**config.mk**
```make
export PLATFORM = sky130hd
export DESIGN_NAME = heater_source_selector_top
export DESIGN_NICKNAME = d
export VERILOG_FILES = /design/src/sv/hss_pkg.sv /design/src/sv/heater_source_selector_top.sv
export SDC_FILE = /design/constraint.sdc
export NUM_CORES = 1
export LEC_CHECK = 0
export BUFFER_PORTS_ARGS = -buffer_cell sky130_fd_sc_hd__buf_4
export CAP_MARGIN = 20
export CORE_MARGIN = 2
export CORE_UTILIZATION = 25
export CTS_CLUSTER_DIAMETER = 60
export DETAILED_ROUTE_END_ITERATION = 7
export PLACE_DENSITY = 0.49
export SLEW_MARGIN = 20
export SYNTH_ARGS = -nofsm -noshare
export SYNTH_HDL_FRONTEND = slang
export SYNTH_SLANG_ARGS = --single-unit
```
**constraint.sdc**
```tcl
create_clock -name clk -period 6.2 [get_ports clk]
set_clock_uncertainty 0.2 [all_clocks]
set_input_delay 1.86 -clock clk [delete_from_list [all_inputs] [get_ports clk]]
set_output_delay 1.86 -clock clk [all_outputs]
set_load 0.005 [all_outputs]
```
**src/sv/hss_pkg.sv**
```systemverilog
package hss_pkg;

    // Fixed field widths
    localparam int TEMP_BITS = 12;
    localparam int HYST_BITS = 9;
    localparam int MODE_BITS = 3;
    localparam int RELAY_BITS = 2;
    localparam int CFG_INDEX_BITS = 3;
    localparam int CFG_DATA_BITS = (TEMP_BITS > HYST_BITS) ? TEMP_BITS : HYST_BITS;

    // Relay codes
    localparam logic [RELAY_BITS-1:0] RELAY_OFF  = 2'd0;
    localparam logic [RELAY_BITS-1:0] RELAY_GRID = 2'd1;
    localparam logic [RELAY_BITS-1:0] RELAY_SUN  = 2'd2;

    // Heater modes (codes above MODE_ALLOFF run as auto)
    localparam logic [MODE_BITS-1:0] MODE_AUTO   = 3'd0;
    localparam logic [MODE_BITS-1:0] MODE_BOOST  = 3'd1;
    localparam logic [MODE_BITS-1:0] MODE_AWAY   = 3'd2;
    localparam logic [MODE_BITS-1:0] MODE_NOGRID = 3'd3;
    localparam logic [MODE_BITS-1:0] MODE_ALLOFF = 3'd4;

    // Configuration register indexes
    localparam logic [CFG_INDEX_BITS-1:0] REG_SETPOINT     = 3'd0;
    localparam logic [CFG_INDEX_BITS-1:0] REG_MIN_LIMIT    = 3'd1;
    localparam logic [CFG_INDEX_BITS-1:0] REG_MAX_LIMIT    = 3'd2;
    localparam logic [CFG_INDEX_BITS-1:0] REG_HYSTERESIS   = 3'd3;
    localparam logic [CFG_INDEX_BITS-1:0] REG_BOOST_TARGET = 3'd4;
    localparam logic [CFG_INDEX_BITS-1:0] REG_AWAY_TARGET  = 3'd5;

    // Register reset values
    localparam logic [TEMP_BITS-1:0] SETPOINT_RST     = TEMP_BITS'(550);
    localparam logic [TEMP_BITS-1:0] MIN_LIMIT_RST    = TEMP_BITS'(50);
    localparam logic [TEMP_BITS-1:0] MAX_LIMIT_RST    = TEMP_BITS'(850);
    localparam logic [HYST_BITS-1:0] HYSTERESIS_RST   = HYST_BITS'(20);
    localparam logic [TEMP_BITS-1:0] BOOST_TARGET_RST = TEMP_BITS'(700);
    localparam logic [TEMP_BITS-1:0] AWAY_TARGET_RST  = TEMP_BITS'(100);

    typedef struct packed {
        logic [MODE_BITS-1:0]        mode;
        logic signed [TEMP_BITS-1:0] boiler_temp;
        logic                        temp_fault;
        logic                        power_fault;
        logic                        test_unselected;
    } in_item_t;

    typedef struct packed {
        logic [RELAY_BITS-1:0] relay_choice;
        logic                  relay_changed;
        logic                  boost_done;
        logic                  over_max_latched;
    } out_item_t;

endpackage

```
**src/sv/heater_source_selector_top.sv**
```systemverilog
// Heater source selector: each request (mode, boiler temperature, fault flags) yields one
// result with the relay source (off, grid or sun), a changed flag, boost done and the
// over-maximum latch. A request is taken into an input register, decided by compare and
// select logic against the configuration and the relay/latch state, and lands in a result
// register; one request per cycle is sustained while out_ready takes every result.
// The result register lets a new request enter while a finished result still waits.
// Configuration is written through cfg_wr_en/cfg_index/cfg_data; the user must write it only while
// idle, which the block itself does not enforce. Unknown indexes are ignored.
module heater_source_selector_top (
    input  logic                                  clk,
    input  logic                                  rst_n,
    input  logic                                  cfg_wr_en,
    input  logic [hss_pkg::CFG_INDEX_BITS-1:0]    cfg_index,
    input  logic [hss_pkg::CFG_DATA_BITS-1:0]     cfg_data,
    input  logic                                  in_valid,
    output logic                                  in_ready,
    input  hss_pkg::in_item_t                     in_data,
    output logic                                  out_valid,
    input  logic                                  out_ready,
    output hss_pkg::out_item_t                    out_data
);

    localparam int TB = hss_pkg::TEMP_BITS;
    localparam int W  = TB + 2;

    // Configuration registers
    logic [TB-1:0]                 setpoint_reg;
    logic [TB-1:0]                 min_limit_reg;
    logic [TB-1:0]                 max_limit_reg;
    logic [hss_pkg::HYST_BITS-1:0] hysteresis_reg;
    logic [TB-1:0]                 boost_target_reg;
    logic [TB-1:0]                 away_target_reg;

    // Decision state
    logic [hss_pkg::RELAY_BITS-1:0] relay_now_reg;
    logic                           max_reached_reg;
    logic                           first_decision_reg;

    // Pipeline registers
    logic               in_valid_reg;
    hss_pkg::in_item_t  in_item_reg;
    logic               out_valid_reg;
    hss_pkg::out_item_t out_item_reg;

    logic advance;

    // Decision signals
    logic signed [W-1:0] t_x, sp_x, tmin_x, tmax_x, bt_x, at_x, h_x;
    logic [hss_pkg::RELAY_BITS-1:0] choice;
    logic [hss_pkg::RELAY_BITS-1:0] choice_next;
    logic                           done;
    logic                           max_reached_next;
    logic                           latch_hold;
    logic                           first_decision_next;
    logic                           below_sp;
    hss_pkg::out_item_t             out_item_next;

    // Write configuration registers
    always_ff @(posedge clk or negedge rst_n)
    begin
        if (!rst_n)
        begin
            setpoint_reg     <= hss_pkg::SETPOINT_RST;
            min_limit_reg    <= hss_pkg::MIN_LIMIT_RST;
            max_limit_reg    <= hss_pkg::MAX_LIMIT_RST;
            hysteresis_reg   <= hss_pkg::HYSTERESIS_RST;
            boost_target_reg <= hss_pkg::BOOST_TARGET_RST;
            away_target_reg  <= hss_pkg::AWAY_TARGET_RST;
        end
        else if (cfg_wr_en)
        begin
            case (cfg_index)
                hss_pkg::REG_SETPOINT:     setpoint_reg     <= cfg_data[TB-1:0];
                hss_pkg::REG_MIN_LIMIT:    min_limit_reg    <= cfg_data[TB-1:0];
                hss_pkg::REG_MAX_LIMIT:    max_limit_reg    <= cfg_data[TB-1:0];
                hss_pkg::REG_HYSTERESIS:   hysteresis_reg   <= cfg_data[hss_pkg::HYST_BITS-1:0];
                hss_pkg::REG_BOOST_TARGET: boost_target_reg <= cfg_data[TB-1:0];
                hss_pkg::REG_AWAY_TARGET:  away_target_reg  <= cfg_data[TB-1:0];
                default: ;
            endcase
        end
    end

    // Handshake: input register drains into result register when that slot frees up
    assign advance   = in_valid_reg && (!out_valid_reg || out_ready);
    assign in_ready  = !in_valid_reg || advance;
    assign out_valid = out_valid_reg;
    assign out_data  = out_item_reg;

    // Sign-extend operands so sums and differences never wrap
    always_comb
    begin
        t_x    = {{2{in_item_reg.boiler_temp[TB-1]}}, in_item_reg.boiler_temp};
        sp_x   = {{2{setpoint_reg[TB-1]}}, setpoint_reg};
        tmin_x = {{2{min_limit_reg[TB-1]}}, min_limit_reg};
        tmax_x = {{2{max_limit_reg[TB-1]}}, max_limit_reg};
        bt_x   = {{2{boost_target_reg[TB-1]}}, boost_target_reg};
        at_x   = {{2{away_target_reg[TB-1]}}, away_target_reg};
        h_x    = {{(W - hss_pkg::HYST_BITS){1'b0}}, hysteresis_reg};
    end

    // Decide the relay source
    always_comb
    begin
        choice              = relay_now_reg;
        done                = 1'b0;
        first_decision_next = first_decision_reg;
        below_sp            = (t_x < sp_x);

        // Release the over-maximum latch below max minus hysteresis
        latch_hold = max_reached_reg && !((t_x + h_x) < tmax_x);

        if (latch_hold)
        begin
            choice = hss_pkg::RELAY_OFF;
        end
        else
        begin
            case (in_item_reg.mode)
                hss_pkg::MODE_BOOST:
                begin
                    if (t_x > bt_x)
                        done = 1'b1;
                    else
                        choice = hss_pkg::RELAY_GRID;
                end
                hss_pkg::MODE_AWAY:
                begin
                    if (relay_now_reg == hss_pkg::RELAY_GRID)
                        choice = (t_x < at_x + h_x) ? hss_pkg::RELAY_GRID : hss_pkg::RELAY_SUN;
                    else if (relay_now_reg == hss_pkg::RELAY_SUN)
                        choice = (t_x > at_x - h_x) ? hss_pkg::RELAY_SUN : hss_pkg::RELAY_GRID;
                    else
                        choice = hss_pkg::RELAY_SUN;
                end
                hss_pkg::MODE_NOGRID: choice = hss_pkg::RELAY_SUN;
                hss_pkg::MODE_ALLOFF: choice = hss_pkg::RELAY_OFF;
                default:
                begin
                    // Auto: plain compare on the first decision or with relay off
                    first_decision_next = 1'b0;
                    if (!first_decision_reg && relay_now_reg == hss_pkg::RELAY_GRID)
                        choice = (t_x < sp_x + h_x) ? hss_pkg::RELAY_GRID : hss_pkg::RELAY_SUN;
                    else if (!first_decision_reg && relay_now_reg == hss_pkg::RELAY_SUN)
                        choice = (t_x > sp_x - h_x) ? hss_pkg::RELAY_SUN : hss_pkg::RELAY_GRID;
                    else
                        choice = below_sp ? hss_pkg::RELAY_GRID : hss_pkg::RELAY_SUN;
                end
            endcase
        end

        // Apply overrides in order
        choice_next      = choice;
        max_reached_next = latch_hold;
        if (in_item_reg.temp_fault)
            choice_next = hss_pkg::RELAY_OFF;
        if (choice_next == hss_pkg::RELAY_SUN && in_item_reg.power_fault)
            choice_next = hss_pkg::RELAY_OFF;
        if (t_x < tmin_x || t_x > tmax_x)
        begin
            if (t_x > tmax_x)
                max_reached_next = 1'b1;
            choice_next = hss_pkg::RELAY_OFF;
        end
        if (in_item_reg.test_unselected)
            choice_next = hss_pkg::RELAY_OFF;

        out_item_next.relay_choice     = choice_next;
        out_item_next.relay_changed    = (choice_next != relay_now_reg);
        out_item_next.boost_done       = done;
        out_item_next.over_max_latched = max_reached_next;
    end

    // Hold control and state
    always_ff @(posedge clk or negedge rst_n)
    begin
        if (!rst_n)
        begin
            in_valid_reg       <= 1'b0;
            out_valid_reg      <= 1'b0;
            relay_now_reg      <= hss_pkg::RELAY_OFF;
            max_reached_reg    <= 1'b0;
            first_decision_reg <= 1'b1;
        end
        else
        begin
            if (in_ready)
                in_valid_reg <= in_valid;
            if (advance)
                out_valid_reg <= 1'b1;
            else if (out_ready)
                out_valid_reg <= 1'b0;
            if (advance)
            begin
                relay_now_reg      <= choice_next;
                max_reached_reg    <= max_reached_next;
                first_decision_reg <= first_decision_next;
            end
        end
    end

    // Capture payloads
    always_ff @(posedge clk)
    begin
        if (in_valid && in_ready)
            in_item_reg <= in_data;
        if (advance)
            out_item_reg <= out_item_next;
    end

`ifndef SYNTHESIS
    a_latch_forces_off: assert property (@(posedge clk) disable iff (!rst_n)
        out_valid_reg && out_item_reg.over_max_latched
            |-> out_item_reg.relay_choice == hss_pkg::RELAY_OFF)
        else $error("over-maximum latch set with relay not off");

    a_relay_tracks_result: assert property (@(posedge clk) disable iff (!rst_n)
        advance |=> relay_now_reg == out_item_reg.relay_choice)
        else $error("relay state differs from delivered choice");

    a_latch_tracks_result: assert property (@(posedge clk) disable iff (!rst_n)
        advance |=> max_reached_reg == out_item_reg.over_max_latched)
        else $error("latch state differs from delivered flag");

    a_ready_when_empty: assert property (@(posedge clk) disable iff (!rst_n)
        !out_valid_reg |-> in_ready)
        else $error("input stalled with empty result register");

    a_valid_code: assert property (@(posedge clk) disable iff (!rst_n)
        out_valid_reg |-> out_item_reg.relay_choice != 2'd3)
        else $error("illegal relay code");
`endif

endmodule

```
=== Word level (Yosys, flattened, before mapping) ===
Cells that the tools add are included.

* Flip-flop bits (word level): 98
* Output and inout port bits: 7
* Logic and storage cells: 95
* Input port bits: 38

* Multiplexer cells: 21
* Order comparisons: 9
* Reduce and logical (&&, ||, !) cells: 24
* $add $sub $neg: 5
* Equality and inequality tests: 13
* Bitwise operators: 3

{| class="wikitable"
|+ Operators by type and width
! cell !! count
|-
| adder 12 x 10 -> 13 bit || 3
|-
| 2-to-1 mux 2 bit || 15
|-
| greater-than comparator 12 x 13 -> 1 bit || 2
|-
| < comparator 12 x 13 -> 1 bit || 2
|-
| subtractor 12 x 10 -> 13 bit || 2
|-
| greater-than comparator 12 bit || 2
|-
| < comparator 12 bit || 2
|-
| < comparator 13 x 12 -> 1 bit || 1
|-
| equality test 3 x 2 -> 1 bit, second input constant || 4
|-
| AND reduction 2 bit || 6
|-
| equality test 3 bit, second input constant || 3
|-
| case mux 2 bit (4 select lines) || 1
|-
| equality test 3 x 1 -> 1 bit, second input constant || 2
|-
| logical AND 1 bit || 6
|-
| 2-to-1 mux 1 bit || 5
|-
| equality test 2 bit, second input constant || 2
|-
| zero test 1 bit || 4
|-
| OR reduction 4 bit || 1
|-
| zero test 3 bit || 1
|-
| logical OR 1 bit || 3
|-
| NOT 1 bit || 3
|-
| AND reduction 3 bit || 1
|-
| equality test 2 x 1 -> 1 bit, second input constant || 1
|-
| != test 2 bit || 1
|-
| 2 further kinds || 2
|}

=== Depth between registers and ports, before layout ===
Gate-level depths: netlist of the first run.

* Word-level depth: 14
* Gate-level depth with buffers: 21
* Depth with buffers taken out: 21

=== Worst setup path before layout of the first run ===
OpenSTA, ideal clock, no wires.

* Path type: register to register
* Start point: register in_item_reg[3] (netlist bit)
* End point: register out_item_reg (netlist bit out_data[2]) (data pin)
* Path buffers: 0
* Path slack: 1557 ps
* Required time: 5743 ps
* Period minus slack after synthesis: 4643 ps
* Setup time: 257 ps
* Data arrival time: 4187 ps
* Stages on the path, launching flop included: 20
* Cell sequence: edfxtp_1 ha_1 fa_1 a21o_1 a21oi_1 o21bai_1 a21oi_1 nor2b_1 o21a_1 o221ai_1 xnor2_1 ha_1 a21o_1 a31oi_1 o211a_1 a22oi_1 mux2i_1 or4_4 nor3_1 and4bb_1

{| class="wikitable"
|+ RTL lines
! element !! line !! text
|-
| start: declaration || heater_source_selector_top.sv:41 || <nowiki>hss_pkg::in_item_t in_item_reg;</nowiki>
|-
| start signal: assignment || heater_source_selector_top.sv:206 || <nowiki>in_item_reg <= in_data;</nowiki>
|-
| end signal: assignment || heater_source_selector_top.sv:208 || <nowiki>out_item_reg <= out_item_next;</nowiki>
|-
| end: declaration || heater_source_selector_top.sv:43 || <nowiki>hss_pkg::out_item_t out_item_reg;</nowiki>
|}

==> flow_summary_export.csv, run 1 <==
group,metric,value,unit
outcome,outcome,"completed",
synth,synth_ff_type,"dfrtp_1",
timing,min_period,5.37,ns
drt,ant_nets,0,
synth,synth_top_cell_area_share,22.7,%
clocking,cts_setup_buffers,0,
clocking,cts_hold_buf,0,
min_path,hold_path.class,"flip-flop to flip-flop",
synth,syn-num-nets,1114,
timing,maxSlewHeadroom,43.3,%
die,num_rows,67,
clocking,cts_num_sinks,98,
global_routing,overflow,0,
synth,synth_mux_area_share,3.45,%
layout,syn_to_final_growth,14.2,%
setup_path,cp_slowest_cell,"or4_4",
synth,ys_seq_elements,98,
layout,insertedDiodeCount,0,
synth,synth-edff-count,23,
synth,synth-async-reset-ratio,76.5,%
setup_path,cp.arrival,5.27,ns
synth,synth_top_area_cell,"ha_1",
drt,dr.first_iter.drc_count,315,
timing,rsz0062_at_grt,"false",
clocking,postCtsResizedCells,0,
global_routing,track_usage,12.8,%
die,die_w,188,um
synth,synth_top_family_by_area,"adder cells",
synth,synthCells,918,
timing,finalHoldViolCount,0,
synth,synth_compound_area_share,17.8,%
min_path,hold_path.startpoint,"in_valid_reg",
synth,synth_simple_gate_area_share,14.2,%
layout,fin_nets,1157,
synth,seq_area_frac_synth,30.8,%
layout,drive_gt1_share,13.0,%
drt,via_per_inst,4.73,
layout,final_cells,1414,
setup_path,cp_max_fo,6,
job,cap_violations,0,
setup_path,rr_worst_depth,19,
synth,synth_area_leaders,"ha_1 23%, dfrtp_1 15%, edfxtp_1 8.2%",
timing,setup_viol,0,
setup_path,critPathLaunchType,"flip-flop",
layout,mostFrequentLayoutCells,"153 x ha_1, 98 x inv_1, 79 x o21ai_0, 79 x nand2_1, 52 x a21oi_1",
clocking,cts_tree,"done",
placement,place_hpwl,17500,um
setup_path,path_cells,"ha_1 > fa_1 > a21o_1 > a21oi_1 > o21bai_1 > a21oi_1 > nor2b_1 > o21a_1 > o221ai_1 > xnor2_1 > ha_1 > a21o_1 > a31oi_1 > o211a_1 > a22oi_1 > mux2i_1 > or4_4 > nor3_1 > and4bb_1",
clocking,root_buffer,"clkbuf_16",
synth,synthXorXnorAreaFrac,4.57,%
placement,gp_congestion,0.847,
layout,largest_reg_flops,18,
clocking,worstSkewPairLatency,0.35,ns
setup_path,critPathMaxStageDelay,0.63,ns
global_routing,antenna_found_initial,0,
timing,worst_pin_slew,0.850,ns
drt,vias,6687,
clocking,clk_pin_slew,0.07,ns
synth,synthAdderAreaFrac,23.9,%
die,die_y,188,um
global_routing,grt_max_degree,76,
setup_path,path_class,"flip-flop to flip-flop",
global_routing,grt_pass1_vias,6726,
clocking,cts_buffer_depth,2,
setup_path,ff2ff_setup_slack,0.83,ns
min_path,hold_end,"out_valid",
die,ios,45,
synth,ys_warn_count,0,
global_routing,grt_pass1_wl,35700,um
layout,post-route-util,28.9,%
setup_path,timing.rr.start,"in_item_reg[3]",
layout,final_common_cell,"ha_1",
drt,wl_per_cell,15.5,um
power,peakVddDrop,0.000132,V
timing,timing.fmax,0.186,GHz
setup_path,endpoint_kind,"flip-flop",
min_path,worstHoldPathCells,1,
placement,dp.cells,1398,
timing,period_share,86.6,%
setup_path,timing.rr.end,"out_data[2]",
drt,drc,0,
synth,synth.avg_cell_area,9.19,um^2
timing,drv_slew,0,
clocking,cts_made_buffers,9,
drt,dr.pass1.iters,4,
drt,wirelength,22000,um
timing,tns,0,ns
power,power.density,328,nW/um^2
die,initial_core_util,25.3,%
clocking,htreeDepth,3,
setup_path,worst-endpoint-required,6.10,ns
die,die-area,35200,um^2
synth,netlist_area,8440,um^2
placement,numPortBuffers,44,
power,p_leak,4.26,nW
die,core_area,33400,um^2
synth,synth_cell_types,69,
==> metal layers <==
metal | share of wire (%) | track usage (%) | vias to the layer above
met5 | 0 | 0 | -
met4 | 1.7 | 3.51 | 0
met3 | 2.2 | 1.31 | 22
met2 | 48 | 22.3 | 83
met1 | 48 | 16.9 | 3190
li1 | - | - | 3392
==> how the worst max path moves through the flow <==
stage	start	to	cells after the start
finish	in_item_reg[3]	out_data[2]	19
global route	hysteresis_reg[1]	out_data[2]	19
CTS	in_item_reg[3]	out_data[2]	19
detailed placement	in_item_reg[3]	out_data[2]	19
global placement	in_item_reg[3]	out_data[2]	19
floorplan	in_item_reg[3]	out_data[2]	19
==> cell families (layout without fill, tap and decap cells) <==
group	count (synthesis)	in the layout
AND/OR/NAND/NOR	237	237
adder cells (fa/ha/maj)	158	158
flip-flops	98	98
buffers and inverters	117	165
XOR/XNOR	44	44
multiplexers	26	26
AO/OA/AOI/OAI	238	238
==> critical path, delay by kind of cell, from the launching register on <==
family	cells	cell delay, ns
DFF	1	0.55
muxes	1	0.26
and+or+nand+nor	4	1.15
AOI/OAI and AO/OA	10	1.86
adders and majority gates	3	0.96
xor gates and xnor gates	1	0.16
==> report_power, final <==
part,switching (mW),internal [mW],total (mW)
Combinational,0.930,0.753,1.68
Sequential,0.121,0.798,0.919
Clock,0.237,0.324,0.561
==> synth_stat cells, types with 4 or more instances <==
library cell	instances
xor2_1	9
mux2_2	25
o21a_1	4
dfstp_2	24
nor4_1	4
a21o_1	18
nand2b_1	13
o211ai_1	5
o31ai_1	8
xnor2_1	35
ha_1	153
nand4_1	12
o21ai_0	79
inv_1	98
o311ai_0	6
dfrtp_1	51
o21ai_1	6
fa_1	5
nand3_1	23
nor3_1	22
nor2b_1	9
a211oi_1	14
edfxtp_1	23
nor2_1	37
nor3b_1	5
and4_1	5
o21bai_1	8
a21oi_1	52
a31oi_1	5
clkbuf_1	16
or3_1	4
nand2_1	79
a21boi_0	4
==> through the flow <==
step | hold WS [ns] | worst slack (ns) | power [mW] | area (um^2)
3_3_place_gp | 0.273 | 0.898 | 2.61 | 9350
4_1_cts | 0.285 | 0.842 | 3.21 | 9640
2_1_floorplan | 0.257 | 1.56 | 2.18 | 8440
6_report | 0.281 | 0.833 | 3.16 | 9640
5_1_grt | 0.313 | 0.506 | 3.49 | 9640
3_5_place_dp | 0.271 | 0.851 | 2.62 | 9350
==> cell type report <==
cell class / count / area (um^2)
Sequential cell: 98 / 2600
Inverter: 98 / 368
Multi-Input combinational cell: 703 / 5440
Clock inverter: 3 / 42.5
Clock buffer: 13 / 250
Timing Repair Buffer: 51 / 387
Tap cell: 448 / 561
Fill cell: 3635 / 23700
No activity file was read; power rests on OpenSTA's default activity.
==> inputs of run 2 (changes only) <==
Clock period 6.2 ns to 5.75 ns, I/O delays scaled along.
==> run 2 against run 1 <==
Sequential power grew 6.9%. Global-route usage is 0.39 points higher. Cell count rose by 0.42%. Sequential share of layout area shrank 0.22 points. Count of clock-buffer cells in the layout is 1 higher. Clock power grew 19%. Non-clock buffer count increased by 6. Sequential cell count stayed put. Critical path depth grew 1. Power up 11%. Critical endpoint unchanged. First-iteration DRC count decreased by 19%.
==> flow_summary_export.csv, run 2 (synthesis results as in run 1) <==
group,metric,value,unit
die,die_y,188,um
clocking,cts_num_sinks,98,
outcome,outcome,"completed",
clocking,clk_pin_slew,0.07,ns
clocking,cts_buffer_depth,2,
drt,wl_per_cell,16.0,um
setup_path,path_class,"flip-flop to flip-flop",
power,p_leak,4.31,nW
drt,vias,6751,
layout,drive_gt1_share,13.6,%
layout,insertedDiodeCount,0,
drt,dr.pass1.iters,5,
drt,drc,0,
min_path,hold_path.class,"flip-flop to flip-flop",
drt,ant_nets,0,
timing,worst_pin_slew,0.864,ns
setup_path,cp_slowest_cell,"dfrtp_1",
layout,fin_nets,1163,
placement,numPortBuffers,44,
clocking,postCtsResizedCells,0,
die,ios,45,
timing,tns,0,ns
timing,period_share,92.4,%
setup_path,critPathMaxStageDelay,0.48,ns
power,power.density,361,nW/um^2
timing,drv_slew,0,
timing,finalHoldViolCount,0,
timing,min_period,5.31,ns
clocking,root_buffer,"clkbuf_16",
clocking,cts_hold_buf,0,
die,core_area,33400,um^2
clocking,cts_tree,"done",
layout,postLayoutCellArea,9720,um^2
timing,rsz0062_at_grt,"false",
die,die-area,35200,um^2
global_routing,grt_pass1_wl,36600,um
setup_path,cp_common_cell,"a21oi_1",
drt,dr.first_iter.drc_count,255,
global_routing,grt_pass1_vias,6902,
placement,gp_congestion,0.893,
setup_path,cp.arrival,5.22,ns
timing,maxSlewHeadroom,42.1,%
clocking,cts_made_buffers,9,
global_routing,antenna_found_initial,0,
setup_path,ff2ff_setup_slack,0.44,ns
global_routing,track_usage,13.2,%
layout,mostFrequentLayoutCells,"153 x ha_1, 98 x inv_1, 79 x o21ai_0, 79 x nand2_1, 56 x buf_4",
layout,post-route-util,29.1,%
placement,place_hpwl,18000,um
layout,largest_reg_flops,18,
setup_path,endpoint_kind,"flip-flop",
drt,wirelength,22800,um
setup_path,path_cells,"ha_1 > inv_1 > fa_1 > a21o_1 > a21oi_1 > o21ai_0 > a21oi_1 > o21ai_1 > a21o_1 > a211oi_1 > a21oi_1 > ha_1 > and4_1 > nand4_1 > a211oi_1 > nor3_1 > nor3_1 > o2111ai_2 > nand4b_1 > and4bb_1",
clocking,worstSkewPairLatency,0.35,ns
layout,syn_to_final_growth,15.2,%
job,cap_violations,0,
setup_path,critPathLaunchType,"flip-flop",
setup_path,worst-endpoint-required,5.66,ns
die,initial_core_util,25.3,%
die,num_rows,67,
global_routing,overflow,0,
drt,via_per_inst,4.75,
power,peakVddDrop,0.000158,V
timing,timing.fmax,0.188,GHz
global_routing,grt_max_degree,46,
die,die_w,188,um
power,power,3.51,mW
layout,final_common_cell,"ha_1",
setup_path,cp_max_fo,6,
clocking,cts_setup_buffers,0,
clocking,htreeDepth,3,
timing,setup_viol,0,
placement,place_area,9380,um^2
## run 2: cell type report
cell class	count	area, um^2
flip-flops and latches	98	2600
repair buffers	57	434
well taps	448	561
fillers	3621	23600
clock inverters	2	60.1
clock buffers	14	264
multi-input cells	703	5440
inverters	98	368
## run 2: worst max-delay path: cells and delay by family (launching register included)
family	cells	cell delay, ns
adder cells (fa/ha/maj)	3	0.93
flip-flops	1	0.48
AND/OR/NAND/NOR	6	1.32
AO/OA/AOI/OAI	10	2.09
buffers and inverters	1	0.05
## run 2: power breakdown
group | switching, mW | leakage, nW | internal [mW]
Clock | 0.263 | 0.157 | 0.406
Sequential | 0.122 | 1.09 | 0.860
Combinational | 1.03 | 3.06 | 0.823
Total | 1.42 | 4.31 | 2.09
## run 2: stage by stage
step	cells	worst slack (ns)	hold slack (ns)
after CTS	1419	0.453	0.286
final	1420	0.439	0.280
after global placement	1403	0.665	0.270
after global routing	1420	0.117	0.299
after floorplan	918	1.11	0.257
after detailed placement	1403	0.485	0.272
## run 2: metal layers
layer	track usage (%)	routed length (um)	part of all wire (%)	vias to the layer above
met3	1.07	358	1.6	24
met1	16.9	10700	47	3226
met2	23.5	11200	49	86
met5	0	0	0	-
li1	-	-	-	3415
met4	4.30	445	2.0	0
## run 2: final timing paths
check	start	endpoint	cells past startpoint
min in group asynchronous	rst_n	boost_target_reg[8]	1
hold reg to reg	in_valid_reg	out_valid	1
setup reg to reg	hysteresis_reg[0]	out_data[2]	20
setup / recovery	hysteresis_reg[0]	out_data[2]	20
hold / removal	in_valid_reg	out_valid	1
max in group asynchronous	rst_n	hysteresis_reg[4]	2
==> inputs of run 3 (changes only) <==
Settings changed: PLACE_DENSITY 0.49 to 0.38, REMOVE_ABC_BUFFERS set to 1.
==> run 3 against run 2 <==
Non-clock buffer count up 1. First-iteration DRC count down 9.4%. Maximum frequency up 1.8%. Critical path depth down 1. Critical path type unchanged. Largest cell class unchanged.
==> flow_summary_export.csv, run 3 (synthesis results as in run 1) <==
group,metric,value,unit
power,p_sw,1.45,mW
timing,period_share,90.8,%
timing,drv_slew,0,
setup_path,cp_slowest_cell,"dfrtp_1",
clocking,cts_num_sinks,98,
setup_path,critPathLaunchType,"flip-flop",
layout,fin_nets,1164,
power,pwr-share-clk,16.5,%
setup_path,critPathMaxStageDelay,0.54,ns
power,p_leak,4.28,nW
layout,nFillCells,3588,
job,cap_violations,0,
clocking,cts_tree,"done",
setup_path,cp_max_fo,6,
drt,via_per_inst,4.66,
placement,pre_cts_ws,0.507,ns
timing,tns,0,ns
layout,syn_to_final_growth,14.5,%
timing,min_period,5.22,ns
timing,timing.fmax,0.192,GHz
timing,setup_ws,0.531,ns
setup_path,ff2ff_setup_slack,0.53,ns
layout,drive_gt1_share,13.8,%
placement,gp_congestion,0.817,
layout,final_common_cell,"ha_1",
drt,wl_per_cell,17.2,um
drt,vias,6621,
layout,mostFrequentLayoutCells,"153 x ha_1, 98 x inv_1, 79 x o21ai_0, 79 x nand2_1, 57 x buf_4",
timing,worst_pin_slew,0.901,ns
timing,maxSlewHeadroom,39.9,%
die,die_w,188,um
setup_path,worstSetupStartpoint,"hysteresis_reg[1]",
clocking,cts_hold_buf,0,
timing,setup_viol,0,
die,die-area,35200,um^2
global_routing,grt_pass1_vias,6879,
die,core_area,33400,um^2
power,peakVddDrop,0.000150,V
layout,postLayoutCellArea,9670,um^2
setup_path,timing.rr.end,"out_data[2]",
clocking,cts_made_buffers,9,
drt,wirelength,24500,um
global_routing,grt_pass1_wl,38900,um
power,swShare,42.3,%
power,p_int,1.98,mW
global_routing,antenna_found_initial,0,
die,num_rows,67,
setup_path,cp_common_cell,"a21oi_1",
die,ios,45,
clocking,root_buffer,"clkbuf_16",
setup_path,cp.arrival,5.13,ns
placement,place_area,9390,um^2
setup_path,endpoint_kind,"flip-flop",
timing,rsz0062_at_grt,"false",
clocking,cts_setup_buffers,0,
drt,drc,0,
die,die_y,188,um
power,power.density,354,nW/um^2
setup_path,path_cells,"inv_1 > fa_1 > a21o_1 > a21oi_1 > o21ai_0 > a21oi_1 > o21ai_1 > a21o_1 > a211oi_1 > a21oi_1 > ha_1 > and4_1 > nand4_1 > a211oi_1 > nor3_1 > nor3_1 > o2111ai_2 > nand4b_1 > and4bb_1",
global_routing,overflow,0,
setup_path,rr_worst_depth,19,
clocking,clk_pin_slew,0.07,ns
power,combPwrFrac,54.8,%
outcome,outcome,"completed",
clocking,postCtsResizedCells,0,
timing,finalHoldViolCount,0,
layout,largest_reg_flops,18,
placement,numPortBuffers,44,
clocking,cts_buffer_depth,2,
die,initial_core_util,25.3,%
clocking,htreeDepth,3,
layout,insertedDiodeCount,0,
drt,ant_nets,0,
min_path,hold_path.class,"flip-flop to flip-flop",
setup_path,worst-endpoint-required,5.66,ns
placement,place_hpwl,19500,um
drt,dr.first_iter.drc_count,231,
power,power_frac_seq,28.7,%
setup_path,timing.rr.start,"hysteresis_reg[1]",
global_routing,grt_max_degree,48,
clocking,worstSkewPairLatency,0.36,ns
drt,dr.pass1.iters,4,
setup_path,path_class,"flip-flop to flip-flop",
global_routing,track_usage,14.4,%
setup_path,crit_end,"out_data[2]",
-- run 3: power groups by stage --
stage	combinational, mW	clock, mW	sequential [mW]
finish	1.88	0.566	0.982
global route	2.18	0.616	1.00
CTS	1.91	0.591	0.985
global placement	1.91	0	0.998
floorplan	1.39	0	0.956
detailed placement	1.90	0	0.999
-- run 3: metrics by stage --
step / util [%] / hold slack [ns] / instances / power, mW
final: 29.0 / 0.290 / 1421 / 3.42
after global routing: 29.0 / 0.315 / 1421 / 3.79
after CTS: 28.9 / 0.291 / 1420 / 3.49
after detailed placement: 28.1 / 0.276 / 1404 / 2.90
after global placement: 28.1 / 0.275 / 1404 / 2.90
after floorplan: - / 0.257 / 899 / 2.34
-- run 3: worst min-delay path by stage --
stage / startpoint / to / cells after the start / slack, ns
global route: first_decision_reg / first_decision_reg / 1 / 0.31
finish: in_valid_reg / out_valid / 1 / 0.29
CTS: first_decision_reg / first_decision_reg / 1 / 0.29
floorplan: in_valid_reg / out_valid / 1 / 0.26
detailed placement: in_valid_reg / out_valid / 1 / 0.28
global placement: in_valid_reg / out_valid / 1 / 0.28
-- run 3: worst max-delay path: cells and delay by family, from the launching register on --
family | cells | cell delay, ns
buffers and inverters | 1 | 0.17
flip-flops | 1 | 0.54
AO/OA/AOI/OAI | 10 | 2.07
AND/OR/NAND/NOR | 6 | 1.23
adder cells (fa/ha/maj) | 2 | 0.76
-- run 3: final cells by class --
cell class                 count  area [um^2]  area share [%]
tap                          448          561            5.80
inverter                      98          368            3.81
sequential                    98         2600            26.9
multi-input combinational    703         5440            56.2
timing repair buffer          58          439            4.54
clock inverter                 5         31.3           0.324
clock buffer                  11          233            2.41
-- run 3: per-layer routing --
layer	wire length, um	vias to the layer above	GRT usage [%]
li1	-	3408	-
met1	11400	3095	18.8
met2	11600	89	24.5
met3	724	29	1.50
met4	728	0	5.48
met5	0	-	0
